## src/rtl/plcm_pkg.sv

```systemverilog
// ----------------------------------------------------------------------------
// plcm_pkg
// Shared types and constants of the piecewise linear color map.
// ----------------------------------------------------------------------------
package plcm_pkg;

	localparam int POS_BITS = 16;
	localparam int OUT_BITS = 8;
	localparam int NUM_CH   = 3;

	localparam logic ACT_LOOKUP = 1'b0;
	localparam logic ACT_INSERT = 1'b1;

	localparam logic [1:0] STAT_OK   = 2'd0;
	localparam logic [1:0] STAT_MISS = 2'd1;
	localparam logic [1:0] STAT_FULL = 2'd2;

	localparam logic [1:0] CH_LAST = 2'd2;

	typedef enum logic [3:0] {
		ST_IDLE,
		ST_RD,
		ST_CMP,
		ST_SHIFT,
		ST_SH_WR,
		ST_LO_RD,
		ST_LO_CAP,
		ST_SPAN,
		ST_MUL,
		ST_DIV,
		ST_DONE
	} plcm_state_t;

	typedef struct packed {
		logic load;
		logic rd_search;
		logic idx_inc;
		logic set_miss;
		logic set_full;
		logic jset;
		logic sh_rd;
		logic sh_wr;
		logic wr_new;
		logic hit_cap;
		logic lo_rd;
		logic lo_cap;
		logic span_cap;
		logic zero_span;
		logic ch_clr;
		logic mul;
		logic div_step;
		logic acc;
		logic out_load;
	} plcm_cmd_t;

	typedef struct packed {
		logic is_ins;
		logic full;
		logic at_end;
		logic ge;
		logic sh_more;
		logic idx_zero;
		logic span_zero;
		logic div_done;
		logic ch_last;
		logic out_free;
	} plcm_sts_t;

endpackage

```

## src/rtl/plcm_ctrl.sv

```systemverilog
// ----------------------------------------------------------------------------
// plcm_ctrl
// Sequencer for search, insert shifting and per-channel interpolation.
// ----------------------------------------------------------------------------
module plcm_ctrl (
	input  logic              clk,
	input  logic              arst_n,
	input  logic              in_valid,
	output logic              in_stall,
	input  plcm_pkg::plcm_sts_t sts,
	output plcm_pkg::plcm_cmd_t cmd
);
	import plcm_pkg::*;

	plcm_state_t state_q, state_d;

	always_ff @(posedge clk or negedge arst_n) begin
		if (!arst_n) begin
			state_q <= ST_IDLE;
		end else begin
			state_q <= state_d;
		end
	end

	always_comb begin
		state_d  = state_q;
		cmd      = '0;
		in_stall = 1'b1;
		unique case (state_q)
			ST_IDLE: begin
				in_stall = 1'b0;
				if (in_valid) begin
					cmd.load = 1'b1;
					state_d  = ST_RD;
				end
			end
			ST_RD: begin
				if (sts.is_ins && sts.full) begin
					cmd.set_full = 1'b1;
					state_d      = ST_DONE;
				end else if (sts.at_end) begin
					if (sts.is_ins) begin
						cmd.jset = 1'b1;
						state_d  = ST_SHIFT;
					end else begin
						cmd.set_miss = 1'b1;
						state_d      = ST_DONE;
					end
				end else begin
					cmd.rd_search = 1'b1;
					state_d       = ST_CMP;
				end
			end
			ST_CMP: begin
				if (sts.ge) begin
					if (sts.is_ins) begin
						cmd.jset = 1'b1;
						state_d  = ST_SHIFT;
					end else begin
						cmd.hit_cap = 1'b1;
						state_d     = ST_LO_RD;
					end
				end else begin
					cmd.idx_inc = 1'b1;
					state_d     = ST_RD;
				end
			end
			ST_SHIFT: begin
				if (sts.sh_more) begin
					cmd.sh_rd = 1'b1;
					state_d   = ST_SH_WR;
				end else begin
					cmd.wr_new = 1'b1;
					state_d    = ST_DONE;
				end
			end
			ST_SH_WR: begin
				cmd.sh_wr = 1'b1;
				state_d   = ST_SHIFT;
			end
			ST_LO_RD: begin
				// The first point interpolates from black at position zero.
				if (sts.idx_zero) begin
					state_d = ST_SPAN;
				end else begin
					cmd.lo_rd = 1'b1;
					state_d   = ST_LO_CAP;
				end
			end
			ST_LO_CAP: begin
				cmd.lo_cap = 1'b1;
				state_d    = ST_SPAN;
			end
			ST_SPAN: begin
				cmd.span_cap = 1'b1;
				if (sts.span_zero) begin
					cmd.zero_span = 1'b1;
					state_d       = ST_DONE;
				end else begin
					cmd.ch_clr = 1'b1;
					state_d    = ST_MUL;
				end
			end
			ST_MUL: begin
				cmd.mul = 1'b1;
				state_d = ST_DIV;
			end
			ST_DIV: begin
				if (sts.div_done) begin
					cmd.acc = 1'b1;
					state_d = sts.ch_last ? ST_DONE : ST_MUL;
				end else begin
					cmd.div_step = 1'b1;
				end
			end
			ST_DONE: begin
				if (sts.out_free) begin
					cmd.out_load = 1'b1;
					state_d      = ST_IDLE;
				end
			end
			default: state_d = ST_IDLE;
		endcase
	end

endmodule

```

## src/rtl/plcm_dp.sv

```systemverilog
// ----------------------------------------------------------------------------
// plcm_dp
// Point table memory, search registers, multiplier, divider and output register.
// ----------------------------------------------------------------------------
module plcm_dp #(
	parameter int MAX_POINTS   = 16,
	parameter int CHANNEL_BITS = 8
) (
	input  logic                          clk,
	input  logic                          arst_n,
	input  plcm_pkg::plcm_cmd_t           cmd,
	output plcm_pkg::plcm_sts_t           sts,
	input  logic                          action,
	input  logic [plcm_pkg::POS_BITS-1:0] position,
	input  logic [CHANNEL_BITS-1:0]       red_in,
	input  logic [CHANNEL_BITS-1:0]       green_in,
	input  logic [CHANNEL_BITS-1:0]       blue_in,
	output logic                          out_valid,
	input  logic                          out_stall,
	output logic [plcm_pkg::OUT_BITS-1:0] red_out,
	output logic [plcm_pkg::OUT_BITS-1:0] green_out,
	output logic [plcm_pkg::OUT_BITS-1:0] blue_out,
	output logic [1:0]                    status
);
	import plcm_pkg::*;

	localparam int CW = $clog2(MAX_POINTS + 1);
	localparam int AW = $clog2(MAX_POINTS);
	localparam int CB = CHANNEL_BITS;
	localparam int NW = CB + POS_BITS;
	localparam int KW = $clog2(CB + 1);
	localparam int COLW = NUM_CH * CB;

	logic [POS_BITS-1:0] pos_mem [MAX_POINTS];
	logic [COLW-1:0]     col_mem [MAX_POINTS];

	logic [CW-1:0]       count_q, idx_q, j_q;
	logic                act_q;
	logic [POS_BITS-1:0] pos_q, rpos_q, p0_q, p1_q, span_q, num_q;
	logic [COLW-1:0]     col_q, rcol_q;
	logic [CB-1:0]       c0_q [NUM_CH];
	logic [CB-1:0]       c1_q [NUM_CH];
	logic [CB-1:0]       res_q [NUM_CH];
	logic [1:0]          stat_q, ch_q;
	logic [POS_BITS-1:0] rem_q;
	logic [CB-1:0]       qs_q;
	logic [KW-1:0]       cnt_q;
	logic                dec_q;
	logic                out_valid_q;

	logic [CW-1:0]       idx_m1, j_m1;
	logic [AW-1:0]       rd_addr, wr_addr;
	logic                rd_en, wr_en;
	logic [POS_BITS-1:0] wr_pos;
	logic [COLW-1:0]     wr_col;
	logic [CB-1:0]       ca, cb_v, diff;
	logic                dec;
	logic [NW-1:0]       n_full;
	logic [POS_BITS:0]   trial;
	logic                qbit;

	assign idx_m1 = idx_q - CW'(1);
	assign j_m1   = j_q - CW'(1);

	always_comb begin
		rd_en = cmd.rd_search | cmd.sh_rd | cmd.lo_rd;
		if (cmd.sh_rd) begin
			rd_addr = j_m1[AW-1:0];
		end else if (cmd.lo_rd) begin
			rd_addr = idx_m1[AW-1:0];
		end else begin
			rd_addr = idx_q[AW-1:0];
		end
		wr_en = cmd.sh_wr | cmd.wr_new;
		if (cmd.sh_wr) begin
			wr_addr = j_q[AW-1:0];
			wr_pos  = rpos_q;
			wr_col  = rcol_q;
		end else begin
			wr_addr = idx_q[AW-1:0];
			wr_pos  = pos_q;
			wr_col  = col_q;
		end
	end

	always_ff @(posedge clk) begin
		if (wr_en) begin
			pos_mem[wr_addr] <= wr_pos;
			col_mem[wr_addr] <= wr_col;
		end
		if (rd_en) begin
			rpos_q <= pos_mem[rd_addr];
			rcol_q <= col_mem[rd_addr];
		end
	end

	// Magnitude of the channel step; a falling channel rounds its drop up.
	always_comb begin
		ca     = c0_q[ch_q];
		cb_v   = c1_q[ch_q];
		dec    = cb_v < ca;
		diff   = dec ? (ca - cb_v) : (cb_v - ca);
		n_full = NW'(diff) * NW'(num_q)
		       + (dec ? NW'(span_q - POS_BITS'(1)) : NW'(0));
		trial  = {rem_q, qs_q[CB-1]};
		qbit   = trial >= {1'b0, span_q};
	end

	always_ff @(posedge clk or negedge arst_n) begin
		if (!arst_n) begin
			count_q     <= '0;
			out_valid_q <= 1'b0;
		end else begin
			if (cmd.wr_new) begin
				count_q <= count_q + CW'(1);
			end
			if (cmd.out_load) begin
				out_valid_q <= 1'b1;
			end else if (!out_stall) begin
				out_valid_q <= 1'b0;
			end
		end
	end

	always_ff @(posedge clk) begin
		if (cmd.load) begin
			act_q  <= action;
			pos_q  <= position;
			col_q  <= {red_in, green_in, blue_in};
			idx_q  <= '0;
			stat_q <= STAT_OK;
			for (int k = 0; k < NUM_CH; k++) begin
				res_q[k] <= '0;
			end
		end
		if (cmd.idx_inc) begin
			idx_q <= idx_q + CW'(1);
		end
		if (cmd.set_miss) begin
			stat_q <= STAT_MISS;
		end
		if (cmd.set_full) begin
			stat_q <= STAT_FULL;
		end
		if (cmd.jset) begin
			j_q <= count_q;
		end
		if (cmd.sh_wr) begin
			j_q <= j_m1;
		end
		if (cmd.hit_cap) begin
			p1_q <= rpos_q;
			p0_q <= '0;
			for (int k = 0; k < NUM_CH; k++) begin
				c1_q[k] <= rcol_q[(NUM_CH - 1 - k) * CB +: CB];
				c0_q[k] <= '0;
			end
		end
		if (cmd.lo_cap) begin
			p0_q <= rpos_q;
			for (int k = 0; k < NUM_CH; k++) begin
				c0_q[k] <= rcol_q[(NUM_CH - 1 - k) * CB +: CB];
			end
		end
		if (cmd.span_cap) begin
			span_q <= p1_q - p0_q;
			num_q  <= pos_q - p0_q;
		end
		if (cmd.zero_span) begin
			for (int k = 0; k < NUM_CH; k++) begin
				res_q[k] <= c1_q[k];
			end
		end
		if (cmd.ch_clr) begin
			ch_q <= '0;
		end
		// The quotient never exceeds the channel step, so CB steps suffice.
		if (cmd.mul) begin
			rem_q <= n_full[NW-1:CB];
			qs_q  <= n_full[CB-1:0];
			cnt_q <= '0;
			dec_q <= dec;
		end
		if (cmd.div_step) begin
			rem_q <= qbit ? POS_BITS'(trial - {1'b0, span_q}) : trial[POS_BITS-1:0];
			qs_q  <= {qs_q[CB-2:0], qbit};
			cnt_q <= cnt_q + KW'(1);
		end
		if (cmd.acc) begin
			res_q[ch_q] <= dec_q ? (c0_q[ch_q] - qs_q) : (c0_q[ch_q] + qs_q);
			ch_q        <= ch_q + 2'd1;
		end
		if (cmd.out_load) begin
			red_out   <= OUT_BITS'(res_q[0]);
			green_out <= OUT_BITS'(res_q[1]);
			blue_out  <= OUT_BITS'(res_q[2]);
			status    <= stat_q;
		end
	end

	assign out_valid = out_valid_q;

	always_comb begin
		sts.is_ins    = act_q == ACT_INSERT;
		sts.full      = count_q == CW'(MAX_POINTS);
		sts.at_end    = idx_q == count_q;
		sts.ge        = rpos_q >= pos_q;
		sts.sh_more   = j_q > idx_q;
		sts.idx_zero  = idx_q == '0;
		sts.span_zero = p1_q == p0_q;
		sts.div_done  = cnt_q == KW'(CB);
		sts.ch_last   = ch_q == CH_LAST;
		sts.out_free  = !out_valid_q || !out_stall;
	end

endmodule

```

## src/rtl/piecewise_linear_color_map.sv

```systemverilog
// A search reads and compares each stored point in turn. An insert then moves
// up each later point, one memory port shifting one entry at a time. A lookup
// uses one shared multiplier, per channel in turn, and a radix-2 divider
// producing one quotient bit per cycle. One item is in work at a time; the
// output register lets the next item enter while a result waits. Reset empties
// the table; stored points are not cleared.
// ----------------------------------------------------------------------------
// piecewise_linear_color_map
// Sorted table of color control points with linear interpolation lookups.
// ----------------------------------------------------------------------------
module piecewise_linear_color_map #(
	parameter int MAX_POINTS   = 16,
	parameter int CHANNEL_BITS = 8
) (
	input  logic                          clk,
	input  logic                          arst_n,
	input  logic                          in_valid,
	output logic                          in_stall,
	input  logic                          action,
	input  logic [plcm_pkg::POS_BITS-1:0] position,
	input  logic [CHANNEL_BITS-1:0]       red_in,
	input  logic [CHANNEL_BITS-1:0]       green_in,
	input  logic [CHANNEL_BITS-1:0]       blue_in,
	output logic                          out_valid,
	input  logic                          out_stall,
	output logic [plcm_pkg::OUT_BITS-1:0] red_out,
	output logic [plcm_pkg::OUT_BITS-1:0] green_out,
	output logic [plcm_pkg::OUT_BITS-1:0] blue_out,
	output logic [1:0]                    status
);
	import plcm_pkg::*;

	plcm_cmd_t cmd;
	plcm_sts_t sts;

	plcm_ctrl u_ctrl (
		.clk      (clk),
		.arst_n   (arst_n),
		.in_valid (in_valid),
		.in_stall (in_stall),
		.sts      (sts),
		.cmd      (cmd)
	);

	plcm_dp #(
		.MAX_POINTS   (MAX_POINTS),
		.CHANNEL_BITS (CHANNEL_BITS)
	) u_dp (
		.clk       (clk),
		.arst_n    (arst_n),
		.cmd       (cmd),
		.sts       (sts),
		.action    (action),
		.position  (position),
		.red_in    (red_in),
		.green_in  (green_in),
		.blue_in   (blue_in),
		.out_valid (out_valid),
		.out_stall (out_stall),
		.red_out   (red_out),
		.green_out (green_out),
		.blue_out  (blue_out),
		.status    (status)
	);

	a_busy_after_accept: assert property (@(posedge clk) disable iff (!arst_n)
		(in_valid && !in_stall) |=> in_stall)
		else $error("block took a second item while one was in work");

	a_no_write_when_full: assert property (@(posedge clk) disable iff (!arst_n)
		!(cmd.wr_new && sts.full))
		else $error("insert written into a full table");

	a_error_colors_zero: assert property (@(posedge clk) disable iff (!arst_n)
		(out_valid && status != STAT_OK) |->
		(red_out == '0 && green_out == '0 && blue_out == '0))
		else $error("error result carries a color");

endmodule
```

## config.mk

```make
export PLATFORM = sky130hd
export DESIGN_NAME = piecewise_linear_color_map
export DESIGN_NICKNAME = d
export VERILOG_FILES = /design/src/rtl/plcm_pkg.sv /design/src/rtl/plcm_ctrl.sv /design/src/rtl/plcm_dp.sv /design/src/rtl/piecewise_linear_color_map.sv
export SDC_FILE = /design/constraint.sdc
export NUM_CORES = 2
export LEC_CHECK = 0
export BUFFER_PORTS_ARGS = -buffer_cell sky130_fd_sc_hd__buf_4
export CORE_UTILIZATION = 45
export CTS_BUF_LIST = sky130_fd_sc_hd__clkbuf_8
export CTS_CLUSTER_DIAMETER = 150
export DETAILED_ROUTE_END_ITERATION = 8
export GPL_TIMING_DRIVEN = 0
export PLACE_DENSITY_LB_ADDON = 0.12
export SYNTH_ARGS = -nofsm -noshare
export SYNTH_HDL_FRONTEND = slang
export SYNTH_SLANG_ARGS = --single-unit
export TNS_END_PERCENT = 30
```

## constraint.sdc

```tcl
create_clock -name clk -period 9.5 [get_ports clk]
set_input_delay 1.9 -clock clk [delete_from_list [all_inputs] [get_ports clk]]
set_output_delay 1.9 -clock clk [all_outputs]
set_load 0.005 [all_outputs]
```

Word level (Yosys, flattened, before mapping)
Memory sizes are Yosys's and may differ from the RTL's. A register that Yosys moved wholly into a read port is not among the register bits.
Index checks and enable logic that the tools add are counted.
{ "classes": {"div_mod_pow": 0, "reduce_logical": 14, "shifts": 0, "n_eq_ne": 19, "bitwise_logic": 9, "n_lt_le_gt_ge": 4, "mul": 1, "n_mux": 100, "n_addsub": 15} }
{ "ops": {"columns": ["op", "n"], "rows": [
  ["16-bit two-way mux", 6],
  ["8-bit two-way mux", 11],
  ["4-bit two-way mux", 13],
  ["1-bit two-way mux", 49],
  ["24-bit two-way mux", 2],
  ["16-bit subtractor", 3],
  ["4-bit one-hot mux with 11 select lines", 1],
  ["24-bit adder", 1],
  ["8-bit by 16-bit multiplier with 24-bit output", 1],
  ["8-bit subtractor", 3],
  ["2-bit two-way mux", 11],
  ["5-bit two-way mux", 4],
  ["17-bit by 16-bit greater-or-equal comparator with 1-bit output", 1],
  ["16-bit by 1-bit subtractor with 17-bit output (second input constant)", 1],
  ["16-bit equality test", 1],
  ["4-bit by 3-bit equality test with 1-bit output (second input constant)", 4],
  ["4-bit equality test (second input constant)", 4],
  ["16-bit greater-or-equal comparator", 1],
  ["2-bit nonzero test", 6],
  ["5-bit by 1-bit adder with 5-bit output (second input constant)", 2],
  ["1-bit OR", 9],
  ["8-bit adder", 1],
  ["4-bit by 2-bit equality test with 1-bit output (second input constant)", 2],
  ["8-bit less-than comparator", 1],
  ["20 further kinds", 24]
]} }
{ "totals": {"register_bits": 160, "ramBits": 712, "rom_bits": 0, "wordCells": 186, "latch_bits": 0, "inputBits": 45, "out_inout_bits": 28, "mem_count": 5} }
{ "mem_list": {"columns": ["name", "words", "word_bits", "rd", "rd_clocked_by_memory_dff", "wr", "line", "text"], "rows": [
  ["u_dp.col_mem", 16, 24, 1, 1, 1, "plcm_dp.sv:35", "logic [COLW-1:0] col_mem [MAX_POINTS];"],
  ["u_dp.pos_mem", 16, 16, 1, 1, 1, "plcm_dp.sv:34", "logic [POS_BITS-1:0] pos_mem [MAX_POINTS];"],
  ["u_dp.c0_q", 3, 8, 1, 1, 3, "plcm_dp.sv:41", "logic [CB-1:0] c0_q [NUM_CH];"],
  ["u_dp.c1_q", 3, 8, 4, 1, 3, "plcm_dp.sv:42", "logic [CB-1:0] c1_q [NUM_CH];"],
  ["u_dp.res_q", 3, 8, 3, 3, 3, "plcm_dp.sv:43", "logic [CB-1:0] res_q [NUM_CH];"]
]} }

Depth between registers and ports, before layout
{ "logic_depth": {"ltp_word": 7, "ltp_mapped": 34, "depth_no_buf": 32} }

Hierarchy
Synthesis repeated with hierarchy kept, for this count alone.
{ "hier_totals": {"hier_cells": 2929, "area_unflattened_um2": 44948.1} }
{ "by_module_without_submodules": {"columns": ["module", "area_each_um2", "cells_each", "n_inst"], "rows": [
  ["plcm_dp", 44442.6, 2862, 1],
  ["plcm_ctrl", 505.5, 67, 1]
]} }

Worst setup path after synthesis
No wires, ideal clock.
{ "synth_timing": {"path_kind": "register -> register", "start": "reg with a tool-made name", "end": "reg u_dp.rem_q[13] (data pin)", "synth_period_minus_slack_ns": 7.865, "slack_ns": 1.635, "path_stages_with_launch": 33, "arrival_time_ns": 7.605, "setup_ns": 0.260, "path_cell_list": "dfxtp_1 > clkbuf_1 > clkbuf_1 > mux2i_1 > o21a_1 > inv_1 > ha_1 > a21o_1 > a21oi_1 > o21ai_2 > buf_2 > mux2i_1 > a31oi_1 > o21ai_1 > xnor2_1 > clkbuf_1 > nand2_1 > fa_1 > fa_1 > inv_1 > fa_1 > inv_1 > fa_1 > inv_1 > ha_1 > or3_1 > o21bai_1 > a21oi_1 > o31ai_1 > a31o_2 > a21oi_1 > xor2_1 > mux2i_1"} }
{ "synth_rtl": {"columns": ["element", "line", "text"], "rows": [
  ["end signal, assigned", "plcm_dp.sv:179", "rem_q <= n_full[NW-1:CB];"],
  ["end signal, assigned", "plcm_dp.sv:185", "rem_q <= qbit ? POS_BITS'(trial - {1'b0, span_q}) : trial[POS_BITS-1:0];"],
  ["end, declared", "plcm_dp.sv:45", "logic [POS_BITS-1:0] rem_q;"]
]} }

==> run summary <==
routed vias/inst -> 5.83
EDFF count, synth -> 924
H-tree depth -> 4
area grow syn2layout -> 12.4%
area share of the largest cell type after synthesis -> 0.555
core footprint -> 0.109 mm^2
Post-Syn Nets -> 4461
Yosys warnings -> 0
Worst Min Path Start -> u_dp.res_q[2][7]
Peak supply drop -> 0.000553 V
Critical Path RT -> 10.04 ns
Synth cell types -> 75
via count -> 35103
Final nets -> 4731
internal power -> 11.7 mW
initial antenna violation count -> 5
fillers -> 9647
Detailed Place HPWL -> 103000 um
Routed Antenna Nets -> 0
worst skew pair latency -> 0.85 ns
post-synthesis cell area -> 0.0500 mm^2
share of synthesized registers carrying an async set or reset -> 0.0107
M1 GR Usage -> 0.351
final core occ -> 0.513
max_cap viols -> 0
multiplexer share of the synthesized area -> 0.0716
die area -> 0.112 mm^2
GRT busiest layer -> met2
endpoints failing setup -> 0
clock sink total -> 938
row cnt -> 121
r2r endpoint -> u_dp.rem_q[13]
clock power share -> 0.159
worst reg2reg path depth -> 31
power per cell area -> 380 mW/mm^2
Switching Power -> 9.66 mW
global-route wire length before repair -> 217000 um
most numerous cell in the Yosys netlist -> edfxtp_1
Synth area leaders -> edfxtp_1 (55%), mux2i_1 (4.7%), fa_1 (4.5%)
Die X -> 335 um
Hold Path Class -> flip-flop to flip-flop
fmax -> 113 MHz
Max-slew headroom -> 0.107
Worst Setup Path Type -> flip-flop to flip-flop
xor/xnor cell area share of the yosys netlist -> 0.0168
Synth top cells by count -> edfxtp_1 (924), nand2_1 (469), inv_1 (345), mux2i_1 (237), clkbuf_1 (213)
Clock Tree Buf Depth -> 3
CP max stage delay -> 0.55 ns
Root Driver -> clkbuf_8
register area share after synthesis -> 0.561
Slew Viols, Final -> 0
Syn Area/Cell -> 12.0 um^2
multi-input combinational cell area -> 0.0198 mm^2
DR pass1 iterations -> 6
Sw Ratio -> 0.452
unrepaired setup endpoints after global routing -> false
GRT overflow -> 0
Synth Area in Simple Gates -> 0.0893
GRT Overall Usage -> 0.260
largest family of logic cells by synthesized area -> compound AO/OA/AOI/OAI gates
Static Leak -> 20.8 nW
final hold violations -> 0
worst hold slack -> 0.411 ns
CTS clk-pin slew, worst paths -> 0.06 ns
CP endpoint kind -> flip-flop
initial DRC count -> 3587
slowest CP cell -> fa_1
R2R Setup Slk -> 0.65 ns
post-CTS setup buffers -> 0
Worst-Margin Slew -> 1.34 ns
cells after synthesis -> 4157
period utilisation layout -> 0.932
DR WL/cell -> 24.4 um
Die H -> 335 um
Fin Clk Skew -> 0.0522 ns
CP Launch Type -> flip-flop
Synth Area in Compound Gates -> 0.131
combinational power share -> 0.575
GR Layer Usage met3 -> 0.0452
Post-Synth Adder-Cell Area -> 0.0816
initial core utilization -> 0.457
Ports -> 73
status -> finished clean
CTS Buf Count -> 162
flops & latches, synth -> 938
final routed DRC violation total -> 0
Final min period -> 8.85 ns
Routed WL -> 147000 um
CP arrival -> 9.39 ns
hold-critical path depth -> 0
endpoint of the worst hold path -> blue_out[7]
CTS tree -> built
layout cell share with drive strength beyond 1 -> 0.112
I/O Buffers -> 72
M2 GR Usage -> 0.418
Reg power frac -> 0.267
Reg area -> 0.0281 mm^2
area leader, netlist -> edfxtp_1
vias in the first global route -> 34453
ys flop type -> edfxtp_1
largest net degree at the start of global routing -> 42
GPL Wtd Cong -> 0.891
crit-path max FO -> 10
## registers in the layout, summed over array words and instances (netlist names), 5 cells and up, named ones only
signal        count
u_dp.span_q      16
blue_out          8
u_dp.pos_q       16
u_dp.pos_mem    256
u_dp.c1_q        24
u_dp.col_mem    384
red_out           8
u_dp.p0_q        16
u_dp.rpos_q      16
u_dp.j_q          5
u_dp.col_q       24
u_dp.c0_q        24
u_dp.idx_q        5
u_dp.qs_q         8
u_dp.res_q       24
green_out         8
u_dp.rcol_q      24
u_dp.num_q       16
u_dp.count_q      5
u_dp.rem_q       16
u_dp.p1_q        16
## cell usage in the layout (no fill, tap or decap), drive strengths merged, types with 20 or more instances in the layout
cell type and instances:
a211oi 175, a21o 115, a21oi 156, a22o 20, a311oi 80, a31oi 94, a32oi 41, and2 131
buf 157, clkbuf 377, clkinv 47, edfxtp 924, fa 112, ha 147, inv 409, mux2 106
mux2i 238, nand2 470, nand2b 26, nand3 102, nor2 97, nor3 41, o21a 25, o21ai 159
o221ai 41, xnor2 74, xor2 22
## power groups by stage
stage,clock (mW),sequential (mW),combinational (mW)
final,3.39,5.70,12.3
after global routing,3.64,5.72,13.6
after CTS,3.46,5.69,12.3
after detailed placement,0,5.77,12.2
after global placement,0,5.80,12.0
after floorplan,0,5.62,8.42
## what timing repair did
action	in CTS	in global routing
endpoints found under the setup margin	13	8
hold buffers	0	0
resized for setup	7	10
## worst max-delay path by stage
stage,startpoint,to,slack [ns],depth (start not counted)
2_1_floorplan,flip-flop,u_dp.rem_q[13],1.64,32
3_3_place_gp,flip-flop,u_dp.rem_q[13],-0.67,32
3_5_place_dp,flip-flop,u_dp.rem_q[14],-0.69,30
4_1_cts,flip-flop,u_dp.rem_q[12],0.01,30
5_1_grt,flip-flop,u_dp.rem_q[14],0.05,30
6_report,flip-flop,u_dp.rem_q[13],0.65,31
## cell families after synthesis
family                     Yosys count
AOI/OAI and AO/OA                  956
and+or+nand+nor                    953
DFF                                938
buffers and inverters              611
muxes                              344
adders and majority gates          259
xor gates and xnor gates            96
## layout make-up
cell class / count / share of cell area
sequential: 938 / 0.500
multi-input combinational: 2608 / 0.351
clock buffer: 164 / 0.0402
tap: 1476 / 0.0329
inverter: 347 / 0.0232
timing repair buffer: 107 / 0.0208
buffer: 263 / 0.0202
clock inverter: 118 / 0.0115
antenna: 2 / 0.0000891
## metrics by stage
step / setup TNS, ns / area, um^2 / setup slack [ns] / std cells / power, mW
2_1_floorplan: 0 / 50000 / 1.64 / 4157 / 14.0
3_3_place_gp: -4.56 / 52400 / -0.674 / 5705 / 17.8
3_5_place_dp: -4.87 / 53200 / -0.686 / 5740 / 17.9
4_1_cts: 0 / 56200 / 0.0104 / 6022 / 21.4
5_1_grt: 0 / 56200 / 0.0479 / 6023 / 22.9
6_report: 0 / 56200 / 0.649 / 6023 / 21.4
## worst max-delay path, delay by kind of cell (launching register included)
family | cells | cell delay, ns
XOR/XNOR | 2 | 0.55
adder cells (fa/ha/maj) | 6 | 2.71
AO/OA/AOI/OAI | 10 | 2.24
buffers and inverters | 7 | 1.19
multiplexers | 3 | 0.73
AND/OR/NAND/NOR | 3 | 0.65
flip-flops | 1 | 0.46
## per-layer routing
layer | up-vias | wire (um) | share of wire
met4 | 4 | 5090 | 0.035
met1 | 17371 | 63000 | 0.43
met2 | 1535 | 68100 | 0.46
li1 | 15900 | - | -
met3 | 293 | 11100 | 0.075
met5 | - | 27 | 0.00018
(Power assumes the default switching activity.)
